<file path="src/sv/ttbo_pkg.sv">
// Shared types, codes and stage payloads for the tiled texel byte offset block.
package ttbo_pkg;

  localparam int CoordW  = 14;
  localparam int PadW    = 16;
  localparam int OffW    = 32;
  localparam int GroupW  = 9;   // x / 32
  localparam int IdW     = 24;  // id * 256 wraps at 32 bits
  localparam int AddendW = 14;
  localparam int LinW    = 20;
  localparam int SubW    = 8;
  localparam int IdxW    = 3;

  // Tiling codes
  localparam logic [2:0] TILE_LINEAR  = 3'd0;
  localparam logic [2:0] TILE_UBL1    = 3'd1;
  localparam logic [2:0] TILE_UBL2    = 3'd2;
  localparam logic [2:0] TILE_UIF     = 3'd3;
  localparam logic [2:0] TILE_UIF_XOR = 3'd4;

  // Configuration register indexes
  localparam logic [IdxW-1:0] REG_TILING_MODE    = 3'd0;
  localparam logic [IdxW-1:0] REG_LOGICAL_WIDTH  = 3'd1;
  localparam logic [IdxW-1:0] REG_LOGICAL_HEIGHT = 3'd2;
  localparam logic [IdxW-1:0] REG_ALIGNED_WIDTH  = 3'd3;
  localparam logic [IdxW-1:0] REG_ALIGNED_HEIGHT = 3'd4;
  localparam logic [IdxW-1:0] REG_TOTAL_BYTES    = 3'd5;

  typedef struct packed {
    logic [2:0]        tiling_mode;
    logic [CoordW-1:0] logical_width;
    logic [CoordW-1:0] logical_height;
    logic [PadW-1:0]   aligned_width;
    logic [PadW-1:0]   aligned_height;
    logic [OffW-1:0]   total_bytes;
  } cfg_t;

  // After decode
  typedef struct packed {
    logic               bad;
    logic               is_lin;
    logic [LinW-1:0]    lin_off;
    logic [GroupW-1:0]  group;
    logic [IdW-1:0]     row_term;
    logic [AddendW-1:0] addend;
    logic [SubW-1:0]    sub;
  } dec_t;

  // After the group multiply
  typedef struct packed {
    logic               bad;
    logic               is_lin;
    logic [LinW-1:0]    lin_off;
    logic [IdW-1:0]     prod;
    logic [AddendW-1:0] addend;
    logic [SubW-1:0]    sub;
  } mul_t;

  // After the offset sum
  typedef struct packed {
    logic            bad;
    logic [OffW-1:0] off;
  } sum_t;

endpackage

</file>
<file path="src/sv/ttbo_req_if.sv">
// Request channel: texel coordinate word.
interface ttbo_req_if import ttbo_pkg::*; ();
  logic              valid;
  logic              ready;
  logic [CoordW-1:0] texel_x;
  logic [CoordW-1:0] texel_y;

  modport source (output valid, texel_x, texel_y, input ready);
  modport sink (input valid, texel_x, texel_y, output ready);
endinterface

</file>
<file path="src/sv/ttbo_rsp_if.sv">
// Response channel: byte offset word with its valid flag.
interface ttbo_rsp_if import ttbo_pkg::*; ();
  logic            valid;
  logic            ready;
  logic [OffW-1:0] byte_offset;
  logic            valid_res;

  modport source (output valid, byte_offset, valid_res, input ready);
  modport sink (input valid, byte_offset, valid_res, output ready);
endinterface

</file>
<file path="src/sv/ttbo_decode.sv">
// Stage 1: range checks, tiling decode and operand preparation.
module ttbo_decode import ttbo_pkg::*; (
  input  logic              clk,
  input  logic              rst,
  input  cfg_t              cfg,
  input  logic              in_valid,
  output logic              in_ready,
  input  logic [CoordW-1:0] texel_x,
  input  logic [CoordW-1:0] texel_y,
  output logic              out_valid,
  input  logic              out_ready,
  output dec_t              out_data
);

  logic              valid_q;
  dec_t              data_q;
  dec_t              dec_next;
  logic [11:0]       ux, uy;
  logic [10:0]       bx, by, by_sw;
  logic [12:0]       rows;
  logic [SubW-1:0]   in_utile;
  logic              is_uif, bad_layout;

  always_comb begin
    ux       = texel_x[13:2];
    uy       = texel_y[13:2];
    bx       = texel_x[13:3];
    by       = texel_y[13:3];
    rows     = cfg.aligned_height[15:3];
    in_utile = {2'b00, texel_y[1:0], texel_x[1:0], 2'b00};
    is_uif   = (cfg.tiling_mode == TILE_UIF) || (cfg.tiling_mode == TILE_UIF_XOR);

    // XOR swizzle on odd column groups
    by_sw = by;
    if (cfg.tiling_mode == TILE_UIF_XOR && bx[2]) begin
      by_sw = by ^ 11'h010;
    end

    bad_layout = (texel_x >= cfg.logical_width) || (texel_y >= cfg.logical_height) ||
                 (cfg.aligned_width < {2'b00, cfg.logical_width}) ||
                 (cfg.aligned_height < {2'b00, cfg.logical_height}) ||
                 (cfg.total_bytes == '0);

    dec_next.is_lin   = 1'b0;
    dec_next.lin_off  = '0;
    dec_next.group    = '0;
    dec_next.row_term = '0;
    dec_next.addend   = '0;
    dec_next.sub      = {texel_y[2], texel_x[2], 6'd0} | in_utile;
    dec_next.bad      = bad_layout;

    case (cfg.tiling_mode)
      TILE_LINEAR: begin
        dec_next.is_lin  = 1'b1;
        dec_next.lin_off = {({1'b0, ux} + {1'b0, uy}), 6'd0} + {12'd0, in_utile};
        if (ux != '0 && uy != '0) begin
          dec_next.bad = 1'b1;
        end
      end
      TILE_UBL1: begin
        dec_next.addend = {3'd0, by} + {3'd0, bx};
      end
      TILE_UBL2: begin
        dec_next.addend = {2'd0, by, 1'b0} + {3'd0, bx};
      end
      TILE_UIF, TILE_UIF_XOR: begin
        dec_next.group    = bx[10:2];
        dec_next.row_term = ({11'd0, rows} - 24'd1) << 2;
        dec_next.addend   = {1'b0, by_sw, 2'b00} + {3'd0, bx};
      end
      default: begin
        dec_next.bad = 1'b1;
      end
    endcase
    if (!is_uif) begin
      dec_next.group = '0;
    end
  end

  assign in_ready  = !valid_q || out_ready;
  assign out_valid = valid_q;
  assign out_data  = data_q;

  // Stage register
  always_ff @(posedge clk) begin
    if (rst) begin
      valid_q <= 1'b0;
    end else if (in_ready) begin
      valid_q <= in_valid;
    end
  end

  always_ff @(posedge clk) begin
    if (in_ready && in_valid) begin
      data_q <= dec_next;
    end
  end

endmodule

</file>
<file path="src/sv/ttbo_mult.sv">
// Stage 2: column group times the group stride.
module ttbo_mult import ttbo_pkg::*; (
  input  logic clk,
  input  logic rst,
  input  logic in_valid,
  output logic in_ready,
  input  dec_t in_data,
  output logic out_valid,
  input  logic out_ready,
  output mul_t out_data
);

  logic                     valid_q;
  mul_t                     data_q;
  mul_t                     mul_next;
  logic [IdW+GroupW-1:0]    prod_full;

  always_comb begin
    prod_full        = {{GroupW{1'b0}}, in_data.row_term} *
                       {{IdW{1'b0}}, in_data.group};
    mul_next.bad     = in_data.bad;
    mul_next.is_lin  = in_data.is_lin;
    mul_next.lin_off = in_data.lin_off;
    mul_next.prod    = prod_full[IdW-1:0];
    mul_next.addend  = in_data.addend;
    mul_next.sub     = in_data.sub;
  end

  assign in_ready  = !valid_q || out_ready;
  assign out_valid = valid_q;
  assign out_data  = data_q;

  // Stage register
  always_ff @(posedge clk) begin
    if (rst) begin
      valid_q <= 1'b0;
    end else if (in_ready) begin
      valid_q <= in_valid;
    end
  end

  always_ff @(posedge clk) begin
    if (in_ready && in_valid) begin
      data_q <= mul_next;
    end
  end

endmodule

</file>
<file path="src/sv/ttbo_sum.sv">
// Stage 3: block id and byte offset.
module ttbo_sum import ttbo_pkg::*; (
  input  logic clk,
  input  logic rst,
  input  logic in_valid,
  output logic in_ready,
  input  mul_t in_data,
  output logic out_valid,
  input  logic out_ready,
  output sum_t out_data
);

  logic           valid_q;
  sum_t           data_q;
  sum_t           sum_next;
  logic [IdW-1:0] id;

  always_comb begin
    id           = in_data.prod + {{(IdW-AddendW){1'b0}}, in_data.addend};
    sum_next.bad = in_data.bad;
    // sub-block offset stays under 256, so it fills the low byte
    sum_next.off = in_data.is_lin ? {{(OffW-LinW){1'b0}}, in_data.lin_off}
                                  : {id, in_data.sub};
  end

  assign in_ready  = !valid_q || out_ready;
  assign out_valid = valid_q;
  assign out_data  = data_q;

  // Stage register
  always_ff @(posedge clk) begin
    if (rst) begin
      valid_q <= 1'b0;
    end else if (in_ready) begin
      valid_q <= in_valid;
    end
  end

  always_ff @(posedge clk) begin
    if (in_ready && in_valid) begin
      data_q <= sum_next;
    end
  end

endmodule

</file>
<file path="src/sv/ttbo_bound.sv">
// Stage 4: bounds check against the texture size; output register.
module ttbo_bound import ttbo_pkg::*; (
  input  logic            clk,
  input  logic            rst,
  input  logic [OffW-1:0] total_bytes,
  input  logic            in_valid,
  output logic            in_ready,
  input  sum_t            in_data,
  output logic            out_valid,
  input  logic            out_ready,
  output logic [OffW-1:0] byte_offset,
  output logic            valid_res
);

  logic            valid_q;
  logic [OffW-1:0] off_q;
  logic            ok_q;
  logic            ok;
  logic [OffW-1:0] limit;

  // limit wraps for sizes below four
  assign limit = total_bytes - 32'd4;
  assign ok    = !in_data.bad && (in_data.off <= limit);

  assign in_ready    = !valid_q || out_ready;
  assign out_valid   = valid_q;
  assign byte_offset = off_q;
  assign valid_res   = ok_q;

  // Output register
  always_ff @(posedge clk) begin
    if (rst) begin
      valid_q <= 1'b0;
    end else if (in_ready) begin
      valid_q <= in_valid;
    end
  end

  always_ff @(posedge clk) begin
    if (in_ready && in_valid) begin
      ok_q  <= ok;
      off_q <= ok ? in_data.off : '0;
    end
  end

endmodule

</file>
<file path="src/sv/tiled_texel_byte_offset.sv">
// Top level of the tiled texel byte offset unit.
//
// Turns a texel coordinate word on req into the byte offset of that texel in
// an RGBA8 texture laid out as linear microtiles, one- or two-column block
// linear, or UIF with or without the XOR swizzle. Each rsp word carries
// byte_offset and valid_res; an out-of-range coordinate, bad layout, unknown
// tiling or an offset past total_bytes - 4 gives valid_res 0 and offset 0.
// Layout registers are written through cfg_we / cfg_index / cfg_data; the
// user must write them only while the unit is idle, which the block itself
// does not enforce. Indexes past the register list are ignored. Each word
// passes four registered stages: decode, group multiply (9 x 24 bit), offset
// sum, bounds check into the output register.
// Throughput is one word per cycle while rsp takes words; each stage holds
// one word and moves on when the stage ahead is empty or advancing.
// When rsp stalls, words stay in place and req keeps taking words until all
// four stages are full; nothing is dropped or repeated.
// Synchronous reset empties the pipeline and clears all layout registers.
module tiled_texel_byte_offset import ttbo_pkg::*; (
  input  logic              clk,
  input  logic              rst,
  input  logic              cfg_we,
  input  logic [IdxW-1:0]   cfg_index,
  input  logic [OffW-1:0]   cfg_data,
  ttbo_req_if.sink          req,
  ttbo_rsp_if.source        rsp
);

  cfg_t cfg;
  logic d_valid, d_ready, m_valid, m_ready, s_valid, s_ready;
  dec_t d_data;
  mul_t m_data;
  sum_t s_data;

  // Layout registers
  always_ff @(posedge clk) begin
    if (rst) begin
      cfg <= '0;
    end else if (cfg_we) begin
      case (cfg_index)
        REG_TILING_MODE:    cfg.tiling_mode    <= cfg_data[2:0];
        REG_LOGICAL_WIDTH:  cfg.logical_width  <= cfg_data[CoordW-1:0];
        REG_LOGICAL_HEIGHT: cfg.logical_height <= cfg_data[CoordW-1:0];
        REG_ALIGNED_WIDTH:  cfg.aligned_width  <= cfg_data[PadW-1:0];
        REG_ALIGNED_HEIGHT: cfg.aligned_height <= cfg_data[PadW-1:0];
        REG_TOTAL_BYTES:    cfg.total_bytes    <= cfg_data;
        default: begin
        end
      endcase
    end
  end

  ttbo_decode u_decode (
    .clk       (clk),
    .rst       (rst),
    .cfg       (cfg),
    .in_valid  (req.valid),
    .in_ready  (req.ready),
    .texel_x   (req.texel_x),
    .texel_y   (req.texel_y),
    .out_valid (d_valid),
    .out_ready (d_ready),
    .out_data  (d_data)
  );

  ttbo_mult u_mult (
    .clk       (clk),
    .rst       (rst),
    .in_valid  (d_valid),
    .in_ready  (d_ready),
    .in_data   (d_data),
    .out_valid (m_valid),
    .out_ready (m_ready),
    .out_data  (m_data)
  );

  ttbo_sum u_sum (
    .clk       (clk),
    .rst       (rst),
    .in_valid  (m_valid),
    .in_ready  (m_ready),
    .in_data   (m_data),
    .out_valid (s_valid),
    .out_ready (s_ready),
    .out_data  (s_data)
  );

  ttbo_bound u_bound (
    .clk         (clk),
    .rst         (rst),
    .total_bytes (cfg.total_bytes),
    .in_valid    (s_valid),
    .in_ready    (s_ready),
    .in_data     (s_data),
    .out_valid   (rsp.valid),
    .out_ready   (rsp.ready),
    .byte_offset (rsp.byte_offset),
    .valid_res   (rsp.valid_res)
  );

  // Checks
  a_rst_empty: assert property (@(posedge clk) rst |=> !rsp.valid)
    else $error("rsp valid right after reset");

  a_invalid_zero: assert property (@(posedge clk) disable iff (rst)
    rsp.valid && !rsp.valid_res |-> rsp.byte_offset == '0)
    else $error("rejected word carries nonzero offset");

  a_word_aligned: assert property (@(posedge clk) disable iff (rst)
    rsp.valid && rsp.valid_res |-> rsp.byte_offset[1:0] == 2'b00)
    else $error("texel offset not word aligned");

endmodule
</file>
<file path="src/flat_wrapper.sv">
// flat-port wrapper written by rule: the top's interface ports become plain ports
module tiled_texel_byte_offset_flat import ttbo_pkg::*;
  (clk, rst, cfg_we, cfg_index, cfg_data, req_valid, req_texel_x, req_texel_y, req_ready, rsp_valid, rsp_byte_offset, rsp_valid_res, rsp_ready);
  ttbo_req_if req_i ();
  ttbo_rsp_if rsp_i ();
  input  logic clk;
  input  logic rst;
  input  logic cfg_we;
  input  logic [IdxW-1:0] cfg_index;
  input  logic [OffW-1:0] cfg_data;
  input wire logic [$bits(req_i.valid)-1:0] req_valid;
  input wire logic [$bits(req_i.texel_x)-1:0] req_texel_x;
  input wire logic [$bits(req_i.texel_y)-1:0] req_texel_y;
  output wire logic [$bits(req_i.ready)-1:0] req_ready;
  output wire logic [$bits(rsp_i.valid)-1:0] rsp_valid;
  output wire logic [$bits(rsp_i.byte_offset)-1:0] rsp_byte_offset;
  output wire logic [$bits(rsp_i.valid_res)-1:0] rsp_valid_res;
  input wire logic [$bits(rsp_i.ready)-1:0] rsp_ready;
  assign req_i.valid = req_valid;
  assign req_i.texel_x = req_texel_x;
  assign req_i.texel_y = req_texel_y;
  assign req_ready = req_i.ready;
  assign rsp_valid = rsp_i.valid;
  assign rsp_byte_offset = rsp_i.byte_offset;
  assign rsp_valid_res = rsp_i.valid_res;
  assign rsp_i.ready = rsp_ready;
  tiled_texel_byte_offset u_core (.clk(clk), .rst(rst), .cfg_we(cfg_we), .cfg_index(cfg_index), .cfg_data(cfg_data), .req(req_i), .rsp(rsp_i));
endmodule
</file>
<file path="config.mk">
export PLATFORM = sky130hd
export DESIGN_NAME = tiled_texel_byte_offset_flat
export DESIGN_NICKNAME = d
export VERILOG_FILES = /design/src/sv/ttbo_pkg.sv /design/src/sv/ttbo_req_if.sv /design/src/sv/ttbo_rsp_if.sv /design/src/sv/ttbo_decode.sv /design/src/sv/ttbo_mult.sv /design/src/sv/ttbo_sum.sv /design/src/sv/ttbo_bound.sv /design/src/sv/tiled_texel_byte_offset.sv /design/src/flat_wrapper.sv
export SDC_FILE = /design/constraint.sdc
export NUM_CORES = 1
export LEC_CHECK = 0
export BUFFER_PORTS_ARGS = -buffer_cell sky130_fd_sc_hd__buf_2
export CAP_MARGIN = 30
export CELL_PAD_IN_SITES_DETAIL_PLACEMENT = 1
export CELL_PAD_IN_SITES_GLOBAL_PLACEMENT = 2
export CORE_MARGIN = 2
export CORE_UTILIZATION = 44
export CTS_CLUSTER_DIAMETER = 50
export DETAILED_ROUTE_END_ITERATION = 8
export GPL_TIMING_DRIVEN = 0
export PLACE_DENSITY = 0.86
export REMOVE_ABC_BUFFERS = 1
export SKIP_LAST_GASP = 1
export SYNTH_ARGS = -nofsm -noshare
export SYNTH_HDL_FRONTEND = slang
export SYNTH_SLANG_ARGS = --single-unit
</file>
<file path="constraint.sdc">
create_clock -name clk -period 12.93 [get_ports clk]
set_input_delay 1.293 -clock clk [delete_from_list [all_inputs] [get_ports clk]]
set_output_delay 1.293 -clock clk [all_outputs]
set_load 0.01 [all_outputs]
</file>
==> key figures <==
Status
  • Status: finished, final reports clean

Place
  • Port Buf Inserts: 100
  • Post-Place Cell Area: 0.0208 mm2
  • DP Worst Slack: 7.78 ns
  • Routability cong.: 0.853
  • Post-DP HPWL: 43.2 mm

Logic synthesis
  • Seq/Total Area, Yosys: 38.5%
  • Synth async-reset ratio: 0%
  • Post-synthesis mux area share: 1.34%
  • Post-synth top area share: 28.4%
  • Largest family of logic cells by synthesized area: adder cells
  • Adder-cell share of the synthesized area: 21.1%
  • Cell area after synthesis: 0.0196 mm2
  • #FFs+latches synth: 284
  • Synth Area in Compound Gates: 11.6%
  • Synth Area in XOR/XNOR: 4.12%
  • Ranking of synthesized cells by area: edfxtp_1 28%, fa_1 11%, ha_1 10%
  • Ys Warns: 0
  • Main synth FF type: edfxtp_1
  • Post-synth EDFFs: 185
  • Synth Instances: 2,011
  • Unique masters post-synth: 76
  • Post-Synth Simple-Gate Area: 18.1%
  • Largest area contributor in the netlist: edfxtp_1
  • Avg Cell Area, Syn: 9.73 um2

Power
  • Internal: 1.91 mW
  • Net Sw Frac: 31.8%
  • Maximum vdd drop: 90.3 uV
  • Sequential Power Share: 38.4%
  • Pleak: 8.94 nW
  • Clk pwr share: 36.4%
  • Power per cell area: 127 mW/mm2
  • Comb power frac: 25.3%
  • Psw: 0.888 mW

Setup path
  • Worst EP arrival: 5.41 ns
  • CP Max Fanout: 14
  • Worst EP required: 13.21 ns
  • Max incr delay on CP: 0.80 ns
  • Crit path top cell by count: fa_1
  • Critical path startpoint category: register
  • Slowest-stage cell, CP: fa_1
  • Critical path's top delay family: adder cells
  • Crit path buffers/inverters: 2
  • CP cell instances: and2_1 -> fa_1 -> inv_1 -> fa_1 -> fa_1 -> fa_1 -> inv_1 -> ha_1 -> a21oi_1 -> o21ai_0 -> a21oi_1 -> o21ai_1 -> o41ai_2 -> xnor2_1
  • Worst Setup End Kind: register
  • Critical path class: reg2reg

Clocking
  • Clock buffer depth: 3
  • Cts hold-fix bufs: 0
  • CTS Sinks: 284
  • Clk_lat worst skew: 0.55 ns
  • Post-CTS sizing: 0
  • Root buffer cell: clkbuf_16
  • Clock Pin Slew Worst Setup and Hold Paths: 0.06 ns
  • TritonCTS Buffers: 38
  • CTS tree: built
  • Post-CTS setup buffer count: 0
  • H-tree depth: 2

Timing
  • Number of setup violations in the final report: 0
  • Max transition margin: 32.1%
  • Fin. Hold Viols: 0
  • FMAX: 0.195 GHz
  • Tmin final: 5.13 ns
  • Final Max Slew Viols: 0
  • Tcrit/Tclk final: 39.7%
  • Post-Route Hold Slack: 0.420 ns
  • Setup WS post-layout: 7.80 ns
  • Total negative slack: 0 ns
  • Worst-Margin Slew: 1.01 ns
  • Unrepaired setup endpoints after global routing: false
  • Layout Skew: 0.0168 ns

Route
  • Routed WL: 55.3 mm
  • Number of remaining DRC errors: 0
  • Detailed Routing Iterations Pass 1: 5
  • DRT iter0 DRCs: 812
  • Number of antenna-violating nets in the routed design: 0
  • WL/cell: 20.4 um
  • Vias per cell: 5.45
  • Vias: 14,800

Layout
  • Antenna cell count: 0
  • Share of cells above drive strength 1: 11.4%
  • Sequential Area: 0.00754 mm2
  • Post-route cell area: 0.0221 mm2
  • Utilization after layout: 50.1%
  • Area of the multi-input gates: 0.0111 mm2
  • Fillers: 4,981
  • Area grow syn2layout: 12.7%
  • Final nets: 2,426

Worst hold path
  • Worst min-delay path category: reg2reg

Global route
  • First-pass GRT wire length: 88.1 mm
  • Initial antenna violation count: 1
  • Total global routing track utilization: 24.3%
  • Largest net degree at the start of global routing: 84
  • Vias in the first global route: 15,900
  • Grt total ovfl: 0

Floorplanning
  • Die Wd: 215 um
  • DIE HEIGHT: 215 um
  • Rows: 77
  • Total core area: 0.0440 mm2
  • Initial Util: 44.5%
  • Ports: 103
  • Die Area: 0.0462 mm2

Job
  • Max cap viols: 0
synth_stat cells (28+ instances only):
library cell	n
a21oi_1	168
and2_1	78
clkbuf_1	65
dfxtp_1	99
edfxtp_1	185
fa_1	106
ha_1	160
inv_1	198
nand2_1	323
nor2_1	100
nor3_1	28
nor3b_2	30
o21ai_0	66
xnor2_1	63
xor2_1	29
kinds of logic after synthesis:
group | after synthesis
buffers and inverters | 271
adders and majority gates | 266
other | 1
DFF | 284
and+or+nand+nor | 700
muxes | 24
AOI/OAI and AO/OA | 373
xor gates and xnor gates | 92
sequential cells by signal, indices dropped and copies added, names as in the netlist:
signal                      flops
u_core.cfg                     95
u_core.u_bound.byte_offset     30
u_core.u_sum.out_data          31
u_core.u_bound.valid_res        1
u_core.u_bound.out_valid        1
u_core.u_decode.out_data       62
u_core.u_sum.out_valid          1
u_core.u_decode.out_valid       1
u_core.u_mult.out_valid         1
u_core.u_mult.out_data         61
routing by layer:
| metal | track usage [%] | wire [um] | vias up |
|---|---|---|---|
| met1 | 32.0 | 24900 | 7367 |
| met4 | 7.06 | 1300 | 4 |
| met2 | 41.5 | 26900 | 271 |
| met3 | 3.52 | 2150 | 82 |
| li1 | - | - | 7052 |
| met5 | 1.25 | 96 | - |
worst register-to-register path: cells and delay by family (launching register included):
kind	cells	cell delay (ns)
AOI/OAI and AO/OA	5	0.89
xor gates and xnor gates	1	0.14
adders and majority gates	5	2.73
buffers and inverters	2	0.17
DFF	1	0.64
and+or+nand+nor	1	0.31
path summary, 6_finish.rpt:
| check | from | to | slack, ns | cells after the start |
|---|---|---|---|---|
| max | u_core.u_decode.out_data[48] | u_core.u_mult.out_data[45] | 7.80 | 14 |
| min | u_core.u_decode.out_data[60] | u_core.u_mult.out_data[51] | 0.42 | 0 |
| max reg2reg | u_core.u_decode.out_data[48] | u_core.u_mult.out_data[45] | 7.80 | 14 |
| min reg2reg | u_core.u_decode.out_data[60] | u_core.u_mult.out_data[51] | 0.42 | 0 |
power groups by stage:
stage / clock (mW) / sequential (mW) / combinational (mW)
2_1_floorplan: 0 / 1.08 / 0.493
3_3_place_gp: 0 / 1.09 / 0.660
3_5_place_dp: 0 / 1.09 / 0.705
4_1_cts: 1.04 / 1.07 / 0.712
5_1_grt: 1.07 / 1.08 / 0.798
6_report: 1.02 / 1.07 / 0.706
cells in the final DEF, fill, tap and decap left out, types with 17 or more instances in the layout:
master | netlist | final
inv_1 | 198 | 198
a21o_1 | 17 | 17
fa_1 | 106 | 106
edfxtp_1 | 185 | 185
dfxtp_1 | 99 | 99
nor3b_2 | 30 | 30
clkbuf_16 | 0 | 39
o21ai_0 | 66 | 66
nand2_1 | 323 | 323
and2_1 | 78 | 78
nor2_1 | 100 | 99
nor3_1 | 28 | 27
buf_2 | 2 | 99
xor2_1 | 29 | 29
nor2b_1 | 24 | 22
a21oi_1 | 168 | 165
xnor2_1 | 63 | 63
ha_1 | 160 | 160
nand3_1 | 24 | 24
cell type report:
class / instances / share of cell area [%]
repair buffers: 113 / 3.47
inverters: 198 / 3.37
flip-flops and latches: 284 / 34.2
multi-input cells: 1457 / 50.1
clock inverters: 24 / 0.953
clock buffers: 45 / 4.57
well taps: 592 / 3.36
per-stage QoR:
step | std cells | power [mW]
finish | 2713 | 2.80
global route | 2713 | 2.94
CTS | 2713 | 2.82
detailed placement | 2644 | 1.80
global placement | 2631 | 1.75
floorplan | 1939 | 1.57
(Power assumes the default switching activity.)
